===== src/jsu_pkg.sv =====
// ----------------------------------------------------------------------------
// jsu_pkg
// Shared types, character codes and helper functions for the unescaper.
// ----------------------------------------------------------------------------
package jsu_pkg;

   // most output bytes one input byte can produce
   localparam int unsigned MaxEmit = 5;
   localparam int unsigned EmitCntW = 3;

   // character codes
   localparam logic [7:0] ChBackslash = 8'h5C;
   localparam logic [7:0] ChLowerU    = 8'h75;
   localparam logic [7:0] ChLowerB    = 8'h62;
   localparam logic [7:0] ChLowerF    = 8'h66;
   localparam logic [7:0] ChLowerN    = 8'h6E;
   localparam logic [7:0] ChLowerR    = 8'h72;
   localparam logic [7:0] ChLowerT    = 8'h74;
   localparam logic [7:0] CtlBackspace = 8'h08;
   localparam logic [7:0] CtlFormFeed  = 8'h0C;
   localparam logic [7:0] CtlNewline   = 8'h0A;
   localparam logic [7:0] CtlReturn    = 8'h0D;
   localparam logic [7:0] CtlTab       = 8'h09;

   // utf-8 limits and lead bits
   localparam logic [15:0] Utf8Max1 = 16'h007F;
   localparam logic [15:0] Utf8Max2 = 16'h07FF;
   localparam logic [7:0]  Utf8Lead2 = 8'hC0;
   localparam logic [7:0]  Utf8Lead3 = 8'hE0;
   localparam logic [7:0]  Utf8Cont  = 8'h80;

   // one group of output bytes from one input byte, lowest index first
   typedef struct packed {
      logic [MaxEmit-1:0][7:0] bytes;
      logic [EmitCntW-1:0]     count;
      logic                    last;
   } emit_rec_type;

   typedef struct packed {
      logic       valid;
      logic [3:0] value;
   } hex_digit_type;

   // ascii hex digit decode, either case
   function automatic hex_digit_type hex_decode(input logic [7:0] b);
      hex_digit_type r;
      r = '0;
      if (b >= 8'h30 && b <= 8'h39) begin
         r.valid = 1'b1;
         r.value = b[3:0];
      end else if ((b >= 8'h61 && b <= 8'h66) || (b >= 8'h41 && b <= 8'h46)) begin
         r.valid = 1'b1;
         r.value = b[3:0] + 4'd9;
      end
      return r;
   endfunction

   // single character escapes; anything else passes through
   function automatic logic [7:0] map_escape(input logic [7:0] e);
      logic [7:0] r;
      unique case (e)
         ChLowerB: r = CtlBackspace;
         ChLowerF: r = CtlFormFeed;
         ChLowerN: r = CtlNewline;
         ChLowerR: r = CtlReturn;
         ChLowerT: r = CtlTab;
         default:  r = e;
      endcase
      return r;
   endfunction

endpackage


===== src/jsu_front.sv =====
// ----------------------------------------------------------------------------
// jsu_front
// Accepts raw string bytes, tracks escape state and builds the group of
// output bytes each input byte produces.
// ----------------------------------------------------------------------------
module jsu_front (
   input  logic                 clock,
   input  logic                 reset,
   input  logic                 in_valid,
   input  logic [7:0]           in_byte,
   input  logic                 in_last,
   output logic                 in_ready,
   input  logic                 q_ready,
   output logic                 q_push,
   output jsu_pkg::emit_rec_type q_rec
);
   import jsu_pkg::*;

   typedef enum logic [1:0] {
      MODE_PLAIN  = 2'd0,
      MODE_ESCAPE = 2'd1,
      MODE_HEX    = 2'd2
   } mode_type;

   mode_type            mode_ff, mode_in;
   logic [1:0]          hex_count_ff, hex_count_in;
   logic [11:0]         code_accum_ff, code_accum_in;
   logic [2:0][7:0]     hex_chars_ff;
   logic                hex_we;
   logic                accept;
   hex_digit_type       digit;
   logic [15:0]         code;
   logic [2:0]          tail_pos;
   logic                tail_emit;

   assign accept   = in_valid & q_ready;
   assign in_ready = q_ready;
   assign q_push   = accept & (q_rec.count != '0);

   // classify the byte and build its output group
   always_comb begin
      mode_in       = mode_ff;
      hex_count_in  = hex_count_ff;
      code_accum_in = code_accum_ff;
      hex_we        = 1'b0;
      tail_emit     = 1'b0;
      q_rec         = '0;
      q_rec.last    = in_last;
      digit         = hex_decode(in_byte);
      code          = {code_accum_ff, digit.value};
      tail_pos      = {1'b0, hex_count_ff} + 3'd1;

      unique case (mode_ff)
         MODE_ESCAPE: begin
            if (in_byte == ChLowerU && !in_last) begin
               mode_in       = MODE_HEX;
               hex_count_in  = '0;
               code_accum_in = '0;
            end else begin
               mode_in        = MODE_PLAIN;
               q_rec.bytes[0] = (in_byte == ChLowerU) ? ChLowerU : map_escape(in_byte);
               q_rec.count    = 3'd1;
            end
         end
         MODE_HEX: begin
            if (digit.valid && hex_count_ff == 2'd3) begin
               // fourth digit: encode as utf-8
               mode_in       = MODE_PLAIN;
               hex_count_in  = '0;
               code_accum_in = '0;
               if (code <= Utf8Max1) begin
                  q_rec.bytes[0] = code[7:0];
                  q_rec.count    = 3'd1;
               end else if (code <= Utf8Max2) begin
                  q_rec.bytes[0] = Utf8Lead2 | {3'b000, code[10:6]};
                  q_rec.bytes[1] = Utf8Cont | {2'b00, code[5:0]};
                  q_rec.count    = 3'd2;
               end else begin
                  q_rec.bytes[0] = Utf8Lead3 | {4'b0000, code[15:12]};
                  q_rec.bytes[1] = Utf8Cont | {2'b00, code[11:6]};
                  q_rec.bytes[2] = Utf8Cont | {2'b00, code[5:0]};
                  q_rec.count    = 3'd3;
               end
            end else if (digit.valid && !in_last) begin
               hex_we        = 1'b1;
               hex_count_in  = hex_count_ff + 2'd1;
               code_accum_in = code[11:0];
            end else begin
               // broken or cut short: 'u', digits so far, then this byte as plain
               mode_in        = MODE_PLAIN;
               hex_count_in   = '0;
               code_accum_in  = '0;
               q_rec.bytes[0] = ChLowerU;
               for (int i = 0; i < 3; i++) begin
                  if (2'(i) < hex_count_ff) q_rec.bytes[i+1] = hex_chars_ff[i];
               end
               if (in_byte == ChBackslash && !in_last) begin
                  mode_in = MODE_ESCAPE;
               end else begin
                  tail_emit = 1'b1;
               end
               for (int i = 1; i < MaxEmit; i++) begin
                  if (tail_emit && 3'(i) == tail_pos) q_rec.bytes[i] = in_byte;
               end
               q_rec.count = tail_pos + {2'b00, tail_emit};
            end
         end
         default: begin
            if (in_byte == ChBackslash && !in_last) begin
               mode_in = MODE_ESCAPE;
            end else begin
               mode_in        = MODE_PLAIN;
               q_rec.bytes[0] = in_byte;
               q_rec.count    = 3'd1;
            end
         end
      endcase

      // end of string always returns to plain text
      if (in_last) begin
         mode_in       = MODE_PLAIN;
         hex_count_in  = '0;
         code_accum_in = '0;
      end
   end

   // escape state
   always_ff @(posedge clock) begin
      if (reset) begin
         mode_ff       <= MODE_PLAIN;
         hex_count_ff  <= '0;
         code_accum_ff <= '0;
      end else if (accept) begin
         mode_ff       <= mode_in;
         hex_count_ff  <= hex_count_in;
         code_accum_ff <= code_accum_in;
      end
   end

   // raw hex digit bytes, kept for literal replay
   always_ff @(posedge clock) begin
      if (accept && hex_we) begin
         hex_chars_ff[hex_count_ff] <= in_byte;
      end
   end

endmodule


===== src/jsu_queue.sv =====
// ----------------------------------------------------------------------------
// jsu_queue
// Short register queue of output groups between classifier and serializer.
// ----------------------------------------------------------------------------
module jsu_queue #(
   parameter int unsigned DEPTH = 4
) (
   input  logic                 clock,
   input  logic                 reset,
   input  logic                 push,
   input  jsu_pkg::emit_rec_type push_rec,
   output logic                 push_ready,
   input  logic                 pop,
   output logic                 head_valid,
   output jsu_pkg::emit_rec_type head_rec
);
   import jsu_pkg::*;

   localparam int unsigned PtrW = (DEPTH > 1) ? $clog2(DEPTH) : 1;
   localparam int unsigned CntW = $clog2(DEPTH + 1);
   localparam logic [PtrW-1:0] PtrLast = PtrW'(DEPTH - 1);
   localparam logic [CntW-1:0] CntFull = CntW'(DEPTH);

   emit_rec_type          slots_ff [DEPTH];
   logic [PtrW-1:0]       wr_ptr_ff, wr_ptr_in;
   logic [PtrW-1:0]       rd_ptr_ff, rd_ptr_in;
   logic [CntW-1:0]       fill_ff, fill_in;

   assign push_ready = (fill_ff != CntFull);
   assign head_valid = (fill_ff != '0);
   assign head_rec   = slots_ff[rd_ptr_ff];

   // pointer and fill update
   always_comb begin
      wr_ptr_in = wr_ptr_ff;
      rd_ptr_in = rd_ptr_ff;
      fill_in   = fill_ff;
      if (push) wr_ptr_in = (wr_ptr_ff == PtrLast) ? '0 : wr_ptr_ff + PtrW'(1);
      if (pop)  rd_ptr_in = (rd_ptr_ff == PtrLast) ? '0 : rd_ptr_ff + PtrW'(1);
      if (push && !pop) fill_in = fill_ff + CntW'(1);
      if (pop && !push) fill_in = fill_ff - CntW'(1);
   end

   always_ff @(posedge clock) begin
      if (reset) begin
         wr_ptr_ff <= '0;
         rd_ptr_ff <= '0;
         fill_ff   <= '0;
      end else begin
         wr_ptr_ff <= wr_ptr_in;
         rd_ptr_ff <= rd_ptr_in;
         fill_ff   <= fill_in;
      end
   end

   // slot storage
   always_ff @(posedge clock) begin
      if (push) slots_ff[wr_ptr_ff] <= push_rec;
   end

endmodule


===== src/jsu_back.sv =====
// ----------------------------------------------------------------------------
// jsu_back
// Holds one output group and sends its bytes out one per transfer.
// ----------------------------------------------------------------------------
module jsu_back (
   input  logic                 clock,
   input  logic                 reset,
   input  logic                 head_valid,
   input  jsu_pkg::emit_rec_type head_rec,
   output logic                 pop,
   output logic                 out_valid,
   input  logic                 out_ready,
   output logic [7:0]           out_byte,
   output logic                 out_last
);
   import jsu_pkg::*;

   emit_rec_type          rec_ff;
   logic                  busy_ff, busy_in;
   logic [EmitCntW-1:0]   idx_ff, idx_in;
   logic                  final_byte;
   logic                  done;

   assign final_byte = (idx_ff == rec_ff.count - EmitCntW'(1));
   assign done       = busy_ff & out_ready & final_byte;
   assign pop        = head_valid & (!busy_ff | done);

   assign out_valid = busy_ff;
   assign out_byte  = rec_ff.bytes[idx_ff];
   assign out_last  = rec_ff.last & final_byte;

   // byte index and occupancy
   always_comb begin
      busy_in = busy_ff;
      idx_in  = idx_ff;
      if (pop) begin
         busy_in = 1'b1;
         idx_in  = '0;
      end else if (done) begin
         busy_in = 1'b0;
         idx_in  = '0;
      end else if (busy_ff && out_ready) begin
         idx_in = idx_ff + EmitCntW'(1);
      end
   end

   always_ff @(posedge clock) begin
      if (reset) begin
         busy_ff <= 1'b0;
         idx_ff  <= '0;
      end else begin
         busy_ff <= busy_in;
         idx_ff  <= idx_in;
      end
   end

   // group being sent
   always_ff @(posedge clock) begin
      if (pop) rec_ff <= head_rec;
   end

endmodule


===== src/json_string_unescaper_unit.sv =====
// ----------------------------------------------------------------------------
// json_string_unescaper_unit
// A byte is offered on rsp after its req transfer has passed the queue
// slot and then the output register. Throughput: one input byte per cycle
// while each byte yields at most one output and rsp is not stalled; the
// output port sends one byte per cycle while rsp_tready is high, and a \u
// escape yields up to three and a broken escape up to five bytes on rsp.
// Reset: synchronous, clears escape state, queue and output; no clearing pass.
// ----------------------------------------------------------------------------
module json_string_unescaper_unit #(
   parameter int unsigned QUEUE_DEPTH = 4
) (
   input  logic       clock,
   input  logic       reset,
   input  logic       req_tvalid,
   output logic       req_tready,
   input  logic [7:0] req_tdata,   // [7:0] in_byte
   input  logic       req_tlast,   // in_last
   output logic       rsp_tvalid,
   input  logic       rsp_tready,
   output logic [7:0] rsp_tdata,   // [7:0] out_byte
   output logic       rsp_tlast    // out_last
);
   import jsu_pkg::*;

   emit_rec_type push_rec;
   emit_rec_type head_rec;
   logic         q_push;
   logic         q_ready;
   logic         q_pop;
   logic         head_valid;

   // classifier
   jsu_front u_front (
      .clock    (clock),
      .reset    (reset),
      .in_valid (req_tvalid),
      .in_byte  (req_tdata),
      .in_last  (req_tlast),
      .in_ready (req_tready),
      .q_ready  (q_ready),
      .q_push   (q_push),
      .q_rec    (push_rec)
   );

   // decoupling queue
   jsu_queue #(
      .DEPTH (QUEUE_DEPTH)
   ) u_queue (
      .clock      (clock),
      .reset      (reset),
      .push       (q_push),
      .push_rec   (push_rec),
      .push_ready (q_ready),
      .pop        (q_pop),
      .head_valid (head_valid),
      .head_rec   (head_rec)
   );

   // serializer
   jsu_back u_back (
      .clock      (clock),
      .reset      (reset),
      .head_valid (head_valid),
      .head_rec   (head_rec),
      .pop        (q_pop),
      .out_valid  (rsp_tvalid),
      .out_ready  (rsp_tready),
      .out_byte   (rsp_tdata),
      .out_last   (rsp_tlast)
   );

`ifndef SYNTHESIS
   // a final input byte always produces at least one output byte
   assert property (@(posedge clock) disable iff (reset)
      (req_tvalid && req_tready && req_tlast) |-> (push_rec.count != '0))
      else $error("final byte produced no output group");

   // a push never lands on a full queue
   assert property (@(posedge clock) disable iff (reset)
      q_push |-> q_ready)
      else $error("push into full queue");

   // the serializer only takes a group the queue holds
   assert property (@(posedge clock) disable iff (reset)
      q_pop |-> head_valid)
      else $error("pop from empty queue");

   // every queued group carries one to five bytes
   assert property (@(posedge clock) disable iff (reset)
      q_push |-> (push_rec.count != '0 && push_rec.count <= 3'd5))
      else $error("bad output group size");
`endif

endmodule


===== config.mk =====
export PLATFORM = sky130hd
export DESIGN_NAME = json_string_unescaper_unit
export DESIGN_NICKNAME = d
export VERILOG_FILES = /design/src/jsu_pkg.sv /design/src/jsu_front.sv /design/src/jsu_queue.sv /design/src/jsu_back.sv /design/src/json_string_unescaper_unit.sv
export SDC_FILE = /design/constraint.sdc
export NUM_CORES = 1
export LEC_CHECK = 0
export BUFFER_PORTS_ARGS = -buffer_cell sky130_fd_sc_hd__buf_2
export CAP_MARGIN = 25
export CORE_ASPECT_RATIO = 0.7
export CORE_MARGIN = 1
export CORE_UTILIZATION = 55
export CTS_CLUSTER_DIAMETER = 200
export DETAILED_ROUTE_END_ITERATION = 8
export HOLD_SLACK_MARGIN = 0.05
export PLACE_DENSITY = 0.77
export SLEW_MARGIN = 5
export SYNTH_ARGS = -nofsm -noshare
export SYNTH_HDL_FRONTEND = slang
export SYNTH_SLANG_ARGS = --single-unit

===== constraint.sdc =====
create_clock -name clock -period 7.4 [get_ports clock]
set_input_delay 0.37 -clock clock [delete_from_list [all_inputs] [get_ports clock]]
set_output_delay 0.37 -clock clock [all_outputs]
set_load 0.01 [all_outputs]

Yosys cells after proc, flatten, opt, wreduce, memory -nomap -nowiden
Memory sizes are Yosys's and may differ from the RTL's. A register that Yosys moved wholly into a read port is not among the register bits.
Cells that the tools add are included.

storage, ports and cells
  RAM bits = 176
  memories = 1
  input bits = 13
  output and inout bits = 11
  bits in registers = 51
  word-level logic and storage cells = 150

operators by class
  $add $sub $neg = 10
  multiplexer cells = 58
  order comparisons = 14
  bitwise operators = 7
  equal/unequal tests = 20
  reductions and logical operators = 29

memories
  memory            depth  bits a word  rd ports  clocked after Yosys merged registers in  write ports  line             source
  u_queue.slots_ff  4      44           1         1                                        1            jsu_queue.sv:24  emit_rec_type slots_ff [DEPTH];

operators by type and width
  operator                                                                             count
  8-bit 2-to-1 mux                                                                     11
  8-bit by 7-bit equality test with 1-bit output (second input constant)               7
  12-bit 2-to-1 mux                                                                    4
  43-bit 2-to-1 mux                                                                    1
  8-bit case mux with 5 select lines                                                   1
  11-bit 2-to-1 mux                                                                    3
  16-bit 2-to-1 mux                                                                    2
  32-bit 2-to-1 mux                                                                    1
  27-bit 2-to-1 mux                                                                    1
  8-bit binary-select mux with 3-bit select                                            1
  24-bit bitwise mux                                                                   1
  12-bit case mux with 2 select lines                                                  1
  11-bit case mux with 2 select lines                                                  1
  2-bit 2-to-1 mux                                                                     10
  17-bit 2-to-1 mux                                                                    1
  8-bit demux with 2-bit select                                                        1
  8-bit by 7-bit >= comparator with 1-bit output (second input constant)               2
  16-bit by 11-bit less-or-equal comparator with 1-bit output (second input constant)  1
  16-bit by 7-bit less-or-equal comparator with 1-bit output (second input constant)   1
  8-bit by 7-bit less-or-equal comparator with 1-bit output (second input constant)    2
  1-bit logical AND                                                                    16
  1-bit 2-to-1 mux                                                                     12
  5-bit 2-to-1 mux                                                                     2
  3-bit nonzero test                                                                   3
  32 further kinds                                                                     52

Depth between registers and ports, before layout
Gate-level depths: netlist (run 1).

  depth after elaboration = 19
  gate-level depth with buffers = 18
  depth with buffers taken out = 17

Cells and area by module
A second synthesis (run 1) with hierarchy kept.

second synthesis, totals
  cell total of the unflattened synthesis = 762
  area total of the unflattened synthesis = 12,021.5 µm²

modules (own cells, without submodules)
  module     cells each  area each (µm²)  instances  sequential area each (µm²)
  jsu_queue  278         6,855.3          1          5,465.2
  jsu_front  370         3,181.8          1          1,041.0
  jsu_back   114         1,984.4          1          1,401.3

Least setup slack after synthesis (run 1)
Ideal clock, no wire load.

  path kind = in2reg
  start = in req_tdata[1]
  end = mem u_queue.slots_ff[0][0] (netlist bit) (enable)
  required time = 6.891 ns
  buffers on the path = 1
  setup slack = 1.009 ns
  data arrival time = 5.882 ns
  cell stages on the path = 12
  library setup time = 0.509 ns
  cells stage by stage = inv_1 -> ha_1 -> nand4bb_1 -> or2_2 -> clkbuf_1 -> ha_1 -> fa_1 -> inv_1 -> a41oi_1 -> a32o_1 -> a211oi_4 -> nor3b_1

on the way
  longest elaborated chain between the ends = 14
  elaborated cells on any way between the ends = 37
  those cells by class = 2 x add/sub; 8 x order compare; 2 x eq/ne; 15 x mux; 1 x bitwise; 9 x reduce/logical

ends and longest elaborated chain
  what                                                                                                    line                                              source
  from (decl)                                                                                             json_string_unescaper_unit.sv:17                  input logic [7:0] req_tdata,
  8-bit by 7-bit >= comparator with 1-bit output, or another cell as far along                            jsu_pkg.sv:51                                     end else if ((b >= 8'h61 && b <= 8'h66) || (b >= 8'h41 && b <= 8'h46)) begin
  1-bit logical AND (on tied branches)                                                                    jsu_pkg.sv:51, jsu_front.sv:97, jsu_front.sv:109
  1-bit logical OR / 1-bit 2-to-1 mux (equally long branches)                                             jsu_pkg.sv:51, jsu_front.sv:97
  5-bit 2-to-1 mux / 1-bit 2-to-1 mux (equally long branches)                                             jsu_pkg.sv:51, jsu_front.sv:84
  5-bit 2-to-1 mux / 1-bit 2-to-1 mux (equally long branches)                                             jsu_pkg.sv:48, jsu_front.sv:66
  16-bit by 11-bit less-or-equal comparator with 1-bit output / 1-bit 2-to-1 mux (equally long branches)  jsu_front.sv:74, jsu_front.sv:53
  17-bit 2-to-1 mux / 3-bit by 1-bit adder with 3-bit output (equally long branches)                      jsu_front.sv:74, jsu_front.sv:105
  11-bit 2-to-1 mux / 43-bit 2-to-1 mux (equally long branches)                                           jsu_front.sv:71, jsu_front.sv:84
  27-bit 2-to-1 mux                                                                                       jsu_front.sv:66                                   if (digit.valid && hex_count_ff == 2'd3) begin
  11-bit case mux with 2 select lines *                                                                   jsu_front.sv:53                                   unique case (mode_ff)
  3-bit nonzero test *                                                                                    jsu_front.sv:38                                   assign q_push = accept & (q_rec.count != '0);
  1-bit AND *                                                                                             jsu_front.sv:38
  1-bit 2-to-1 mux *                                                                                      jsu_queue.sv:58                                   if (push) slots_ff[wr_ptr_ff] <= push_rec;
  1-bit 2-to-1 mux (not written as such) *                                                                jsu_queue.sv:58
  to (decl)                                                                                               jsu_queue.sv:24

Mark *: on every way between the ends. The rest lies on a longest branch, timed or not. The select of a mux whose other input is x is not followed.

==> results of run 1 <==
## cell type report
type,count,share of cell area
antenna,1,0.000191
sequential,271,0.602
inverter,33,0.00947
multi-input combinational,445,0.282
clock buffer,37,0.0559
timing repair buffer,37,0.0164
clock inverter,11,0.00842
tap,276,0.0264
## through the flow
stage | power [mW] | instance area (um^2)
after floorplan | 2.57 | 11900
after global placement | 2.76 | 12200
after detailed placement | 2.80 | 12200
after CTS | 4.09 | 13100
after global routing | 4.22 | 13100
final | 4.06 | 13100
## path summary, 6_finish.rpt
check / cells after the start / slack (ps) / end
max: 12 / 3140 / u_queue.fill_ff[2]$_SDFFE_PP0P_
min: 3 / 150 / u_back.idx_ff[1]$_SDFFE_PP0P_
max reg2reg: 12 / 3140 / u_queue.fill_ff[2]$_SDFFE_PP0P_
min reg2reg: 2 / 480 / u_front.code_accum_ff[9]$_SDFFE_PP0P_
## critical path: stages (launching register included)
cell and delay [ps]:
dfxtp_1 660, ha_1 800, nand2b_1 300, o211ai_1 130
a211o_1 380, a211oi_4 450, nand2b_1 170, ha_1 180
inv_1 70, fa_1 430, xor2_1 160, or3_1 310
a21oi_1 140
## cells in the mapped netlist (4+ instances only)
library cell / number / area share
nor2_1: 33 / 0.010
nand2_1: 69 / 0.022
inv_1: 33 / 0.010
a21oi_1: 44 / 0.019
and3_1: 6 / 0.0032
a311oi_1: 5 / 0.0037
buf_2: 7 / 0.0030
xor2_1: 6 / 0.0044
nor3_1: 9 / 0.0038
ha_1: 22 / 0.023
nor2b_1: 6 / 0.0032
a31oi_1: 5 / 0.0026
xnor2_1: 4 / 0.0030
and2_1: 13 / 0.0069
clkbuf_1: 24 / 0.0076
o21ai_0: 27 / 0.011
mux4_2: 52 / 0.099
a211oi_1: 19 / 0.012
nand3_1: 34 / 0.014
nor3b_1: 12 / 0.0076
o211ai_1: 5 / 0.0032
edfxtp_1: 244 / 0.62
buf_1: 10 / 0.0032
a221oi_1: 5 / 0.0037
nand2b_1: 4 / 0.0021
dfxtp_1: 27 / 0.046
## power by group through the flow
stage,sequential [mW],combinational (mW),clock (mW)
floorplan,2.04,0.535,0
global placement,2.05,0.719,0
detailed placement,2.06,0.737,0
CTS,2.03,0.745,1.31
global route,2.05,0.800,1.37
finish,2.03,0.733,1.30
## registers in the layout (all words and copies together), names as in the netlist, 3 cells and up
| signal | flops |
|---|---|
| u_back.idx_ff | 3 |
| u_queue.slots_ff | 176 |
| u_back.rec_ff | 44 |
| u_front.hex_chars_ff | 24 |
| u_front.code_accum_ff | 12 |
| u_queue.fill_ff | 3 |
## kinds of logic after synthesis
family,after synthesis,synth area share
DFF,271,0.663
and+or+nand+nor,206,0.0863
AOI/OAI and AO/OA,152,0.0885
buffers and inverters,79,0.0283
muxes,53,0.0996
adders and majority gates,24,0.0266
xor gates and xnor gates,10,0.00738
## routing by layer
layer	track usage	share of wire	wire [um]
met2	0.383	0.44	12500
met5	0	0	0
met3	0.0601	0.088	2490
met1	0.396	0.44	12600
met4	0.0774	0.028	788
==> summary.txt, run 1 <==
outcome: completed
Worst Skew: 6.71 ps
Util after Layout: 0.625
worst slack, placed: 2650 ps
H-tree Lvls: 1
post-CTS sizing: 0
YS warnings: 0
Rows: 44
Worst EP required: 7870 ps
Hold Crit Class: in2reg
register area: 7870 um^2
ys flop type: edfxtp_1
flop and latch count out of synthesis: 271
Post-DP HPWL: 18,200 um
gr ovfl total: 0
clock tree root buffer cell: clkbuf_16
Post-synth EDFFs: 244
DIE AREA: 22,200 um^2
Comb power frac: 0.181
max_cap viols: 0
Tmin final: 4260 ps
clk_lat worst skew: 540 ps
most common cell after layout, fill and taps aside: edfxtp_1
Layout area overhead: 10.3%
sequential power share: 0.500
Worst Tran Pin Value: 1050 ps
Syn Std Cell Area: 11,900 um^2
Post-CTS Setup Bufs: 0
Setup TNS: 0 ps
final hold vios: 0
clock power share: 0.319
layout cells sized above 1: 0.173
post-DR vias/cell: 6.53
vias post-DR: 7,250
Max Slew Vio Count: 0
min-delay src: rsp_tready
TritonCTS Sinks: 271
TritonCTS clock tree: yes
initial antenna violation count: 2
fraction of registers with async set/reset: 0
RSZ-0062 raised after global routing: no
Slew HR: 0.291
input/output buffers: 23
Longest Clk Path Bufs: 3
Sw Share: 0.263
Final Hold Slack: 153 ps
CP startpoint: u_front.hex_count_ff[1]$_SDFFE_PP0P_
dpl cells: 1,060
Post-CTS Hold Buffers: 0
most frequent cells in the layout: edfxtp_1, nand2_1, mux4_2
Core Area: 20,900 um^2
height of the die: 125 um
kind of critical path: reg2reg
fin nets: 851
post-route ant nets: 0
CTS Buf Count: 26
Mapped Cells: 795
Pint: 2.99 mW
sequential area share after synthesis: 0.663
post-synth net total: 832
Non-Filler Instances: 1,111
IO Count: 24
syn_area_per_cell: 14.9 um^2
wire length per cell: 25.5 um
GPL Wtd Cong: 0.923
CP Max Fanout: 22
first-pass detailed-route iteration total: 5
Initial Utilization: 0.567
Final WS setup: 3140 ps
period utilization: 0.576
largest net degree at the start of global routing: 48
Die Width: 178 um
DRT iter0 DRCs: 975
Peak VDD IR: 0.239 mV
number of distinct library cells after synthesis: 68
clock slew at reported path FFs: 60 ps
Leak: 4.31 nW
overall routing resource usage: 0.263
global-route wire length before repair: 42,700 um
multi-input logic area: 3680 um^2
remaining routing DRC violations: 0
cell area power density: 310 nW/um^2
Critical Path AT: 4730 ps
Reg2Reg Launch Point: u_front.hex_count_ff[1]$_SDFFE_PP0P_
final wirelength: 28,300 um
Fmax achieved: 235 MHz
fillcell total: 1,488
Psw: 1.07 mW
Final setup viols: 0
Setup crit end kind: register
vias in the first global route: 7,035
CP Launch Type: register
Note: power is estimated with default switching activity, not from simulation.
==> inputs of run 2 (changes only) <==
--- a/config.mk
+++ b/config.mk
@@ -13,7 +13,7 @@
 export CTS_CLUSTER_DIAMETER = 200
 export DETAILED_ROUTE_END_ITERATION = 8
 export HOLD_SLACK_MARGIN = 0.05
-export PLACE_DENSITY = 0.77
+export PLACE_DENSITY = 0.8
 export SLEW_MARGIN = 5
 export SYNTH_ARGS = -nofsm -noshare
 export SYNTH_HDL_FRONTEND = slang
==> constraint.sdc (replaced) <==
create_clock -name clock -period 3.6 [get_ports clock]
set_input_delay 0.18 -clock clock [delete_from_list [all_inputs] [get_ports clock]]
set_output_delay 0.18 -clock clock [all_outputs]
set_load 0.01 [all_outputs]
==> summary.txt, run 2 (synthesis results as in run 1) <==
outcome: completed
ANT cells: 0
largest net degree at the start of global routing: 48
routing usage on met3: 0.0647
Final Hold Slack: 81.4 ps
most common cell after layout, fill and taps aside: edfxtp_1
Slew HR: 0.346
Rows: 44
final hold vios: 0
Longest Clk Path Bufs: 3
Critical Path AT: 3710 ps
post-DR vias/cell: 6.40
height of the die: 125 um
Leak: 4.46 nW
kind of critical path: in2reg
first-pass detailed-route iteration total: 5
Util after Layout: 0.641
Layout area overhead: 13.1%
max_cap viols: 0
clock slew at reported path FFs: 60 ps
CP cell instances: dlygate4sd3_1 > buf_2 > buf_4 > nand2_1 > o41ai_4 > o211ai_1 > a211o_1 > a211oi_4 > nand2b_1 > ha_1 > inv_2 > fa_2 > xor2_1 > or3_1 > a21oi_1
max incr delay on CP: 520 ps
DIE AREA: 22,200 um^2
H-tree Lvls: 1
TritonCTS clock tree: yes
period utilization: 0.903
fillcell total: 1,476
total power draw: 8.33 mW
GPL Wtd Cong: 0.997
CTS Buf Count: 25
post-route ant nets: 0
wire length per cell: 23.8 um
clk_lat worst skew: 540 ps
most frequent cells in the layout: edfxtp_1, nand2_1, mux4_2
critical path's slowest cell: dlygate4sd3_1
CP Max Fanout: 15
Setup TNS: 0 ps
multi-input logic area: 3750 um^2
overall routing resource usage: 0.253
vias post-DR: 7,290
met1 Use GR: 0.380
Peak VDD IR: 0.444 mV
final wirelength: 27,200 um
DRT iter0 DRCs: 930
largest registers: u_queue.slots_ff: 176 flops, u_back.rec_ff: 44 flops, u_front.hex_chars_ff: 24 flops
gr ovfl total: 0
TritonCTS Sinks: 271
RSZ-0062 raised after global routing: no
initial antenna violation count: 0
Initial Utilization: 0.567
number of flip-flops in the largest register: 176
Top reg by flops: u_queue.slots_ff
Worst EP required: 4060 ps
layout cells sized above 1: 0.211
vias in the first global route: 7,179
register area: 7870 um^2
Hold Crit Class: in2reg
Post-DP HPWL: 17,300 um
Max Slew Vio Count: 0
global routing usage on met2: 0.366
Worst Skew: 13.4 ps
Setup crit end kind: register
cell area power density: 621 nW/um^2
Post-CTS Setup Bufs: 0
Final Cell Area: 13,400 um^2
global-route wire length before repair: 41,900 um
Final setup viols: 0
input/output buffers: 23
clock tree root buffer cell: clkbuf_16
fin nets: 881
Post-DP Area: 12,600 um^2
Fmax achieved: 308 MHz
IO Count: 24
Worst Tran Pin Value: 982 ps
remaining routing DRC violations: 0
Core Area: 20,900 um^2
busiest grt layer: met1
Tmin final: 3250 ps
CP Launch Type: input pin
Die Width: 178 um
FF-to-FF setup slack: 350 ps
==> run 2: layout make-up <==
cell class | count | share of cell area
sequential | 271 | 0.587
clock inverter | 16 | 0.0110
timing repair buffer | 68 | 0.0377
tap | 276 | 0.0258
inverter | 33 | 0.00980
clock buffer | 30 | 0.0488
multi-input combinational | 445 | 0.280
==> run 2: layer usage <==
metal  vias up  routed length [um]
met1      3691               12000
met4         0                 695
met2       350               11800
met5         -                   0
li1       3194                   -
met3        55                2600
==> run 2: through the flow <==
| stage | worst slack [ps] | cells |
|---|---|---|
| finish | 348 | 1139 |
| floorplan | -114 | 795 |
| CTS | 250 | 1138 |
| global placement | 170 | 1089 |
| detailed placement | 107 | 1090 |
| global route | 79.3 | 1139 |
==> run 2: worst max-delay path: cells and delay by family <==
| family | cells | cell delay (ps) |
|---|---|---|
| AO/OA/AOI/OAI | 5 | 1270 |
| XOR/XNOR | 1 | 150 |
| adder cells (fa/ha/maj) | 2 | 530 |
| buffers and inverters | 4 | 940 |
| AND/OR/NAND/NOR | 3 | 640 |
==> run 2: timing repair <==
item | 4_1_cts | 5_1_grt
endpoints found under the hold margin | 4 | 0
hold buffers | 2 | 0
endpoints found under the setup margin | 0 | 2
resized for setup | 0 | 1
==> run 2: path summary, 6_finish.rpt <==
kind                            cells after the start                                      to                                    from
worst max-delay path                               15         u_queue.fill_ff[2]$_SDFFE_PP0P_                            req_tdata[4]
worst min-delay path                                2        u_queue.slots_ff[3][0]$_DFFE_PP_                               req_tlast
worst max register to register                     14         u_queue.fill_ff[2]$_SDFFE_PP0P_    u_front.hex_count_ff[0]$_SDFFE_PP0P_
worst min register to register                      2  u_front.code_accum_ff[10]$_SDFFE_PP0P_  u_front.code_accum_ff[10]$_SDFFE_PP0P_
==> run 2: report_power, final <==
group	switching [mW]	internal (mW)
logic	0.797	0.665
clock network	1.14	1.45
registers	0.258	4.01
total	2.20	6.13
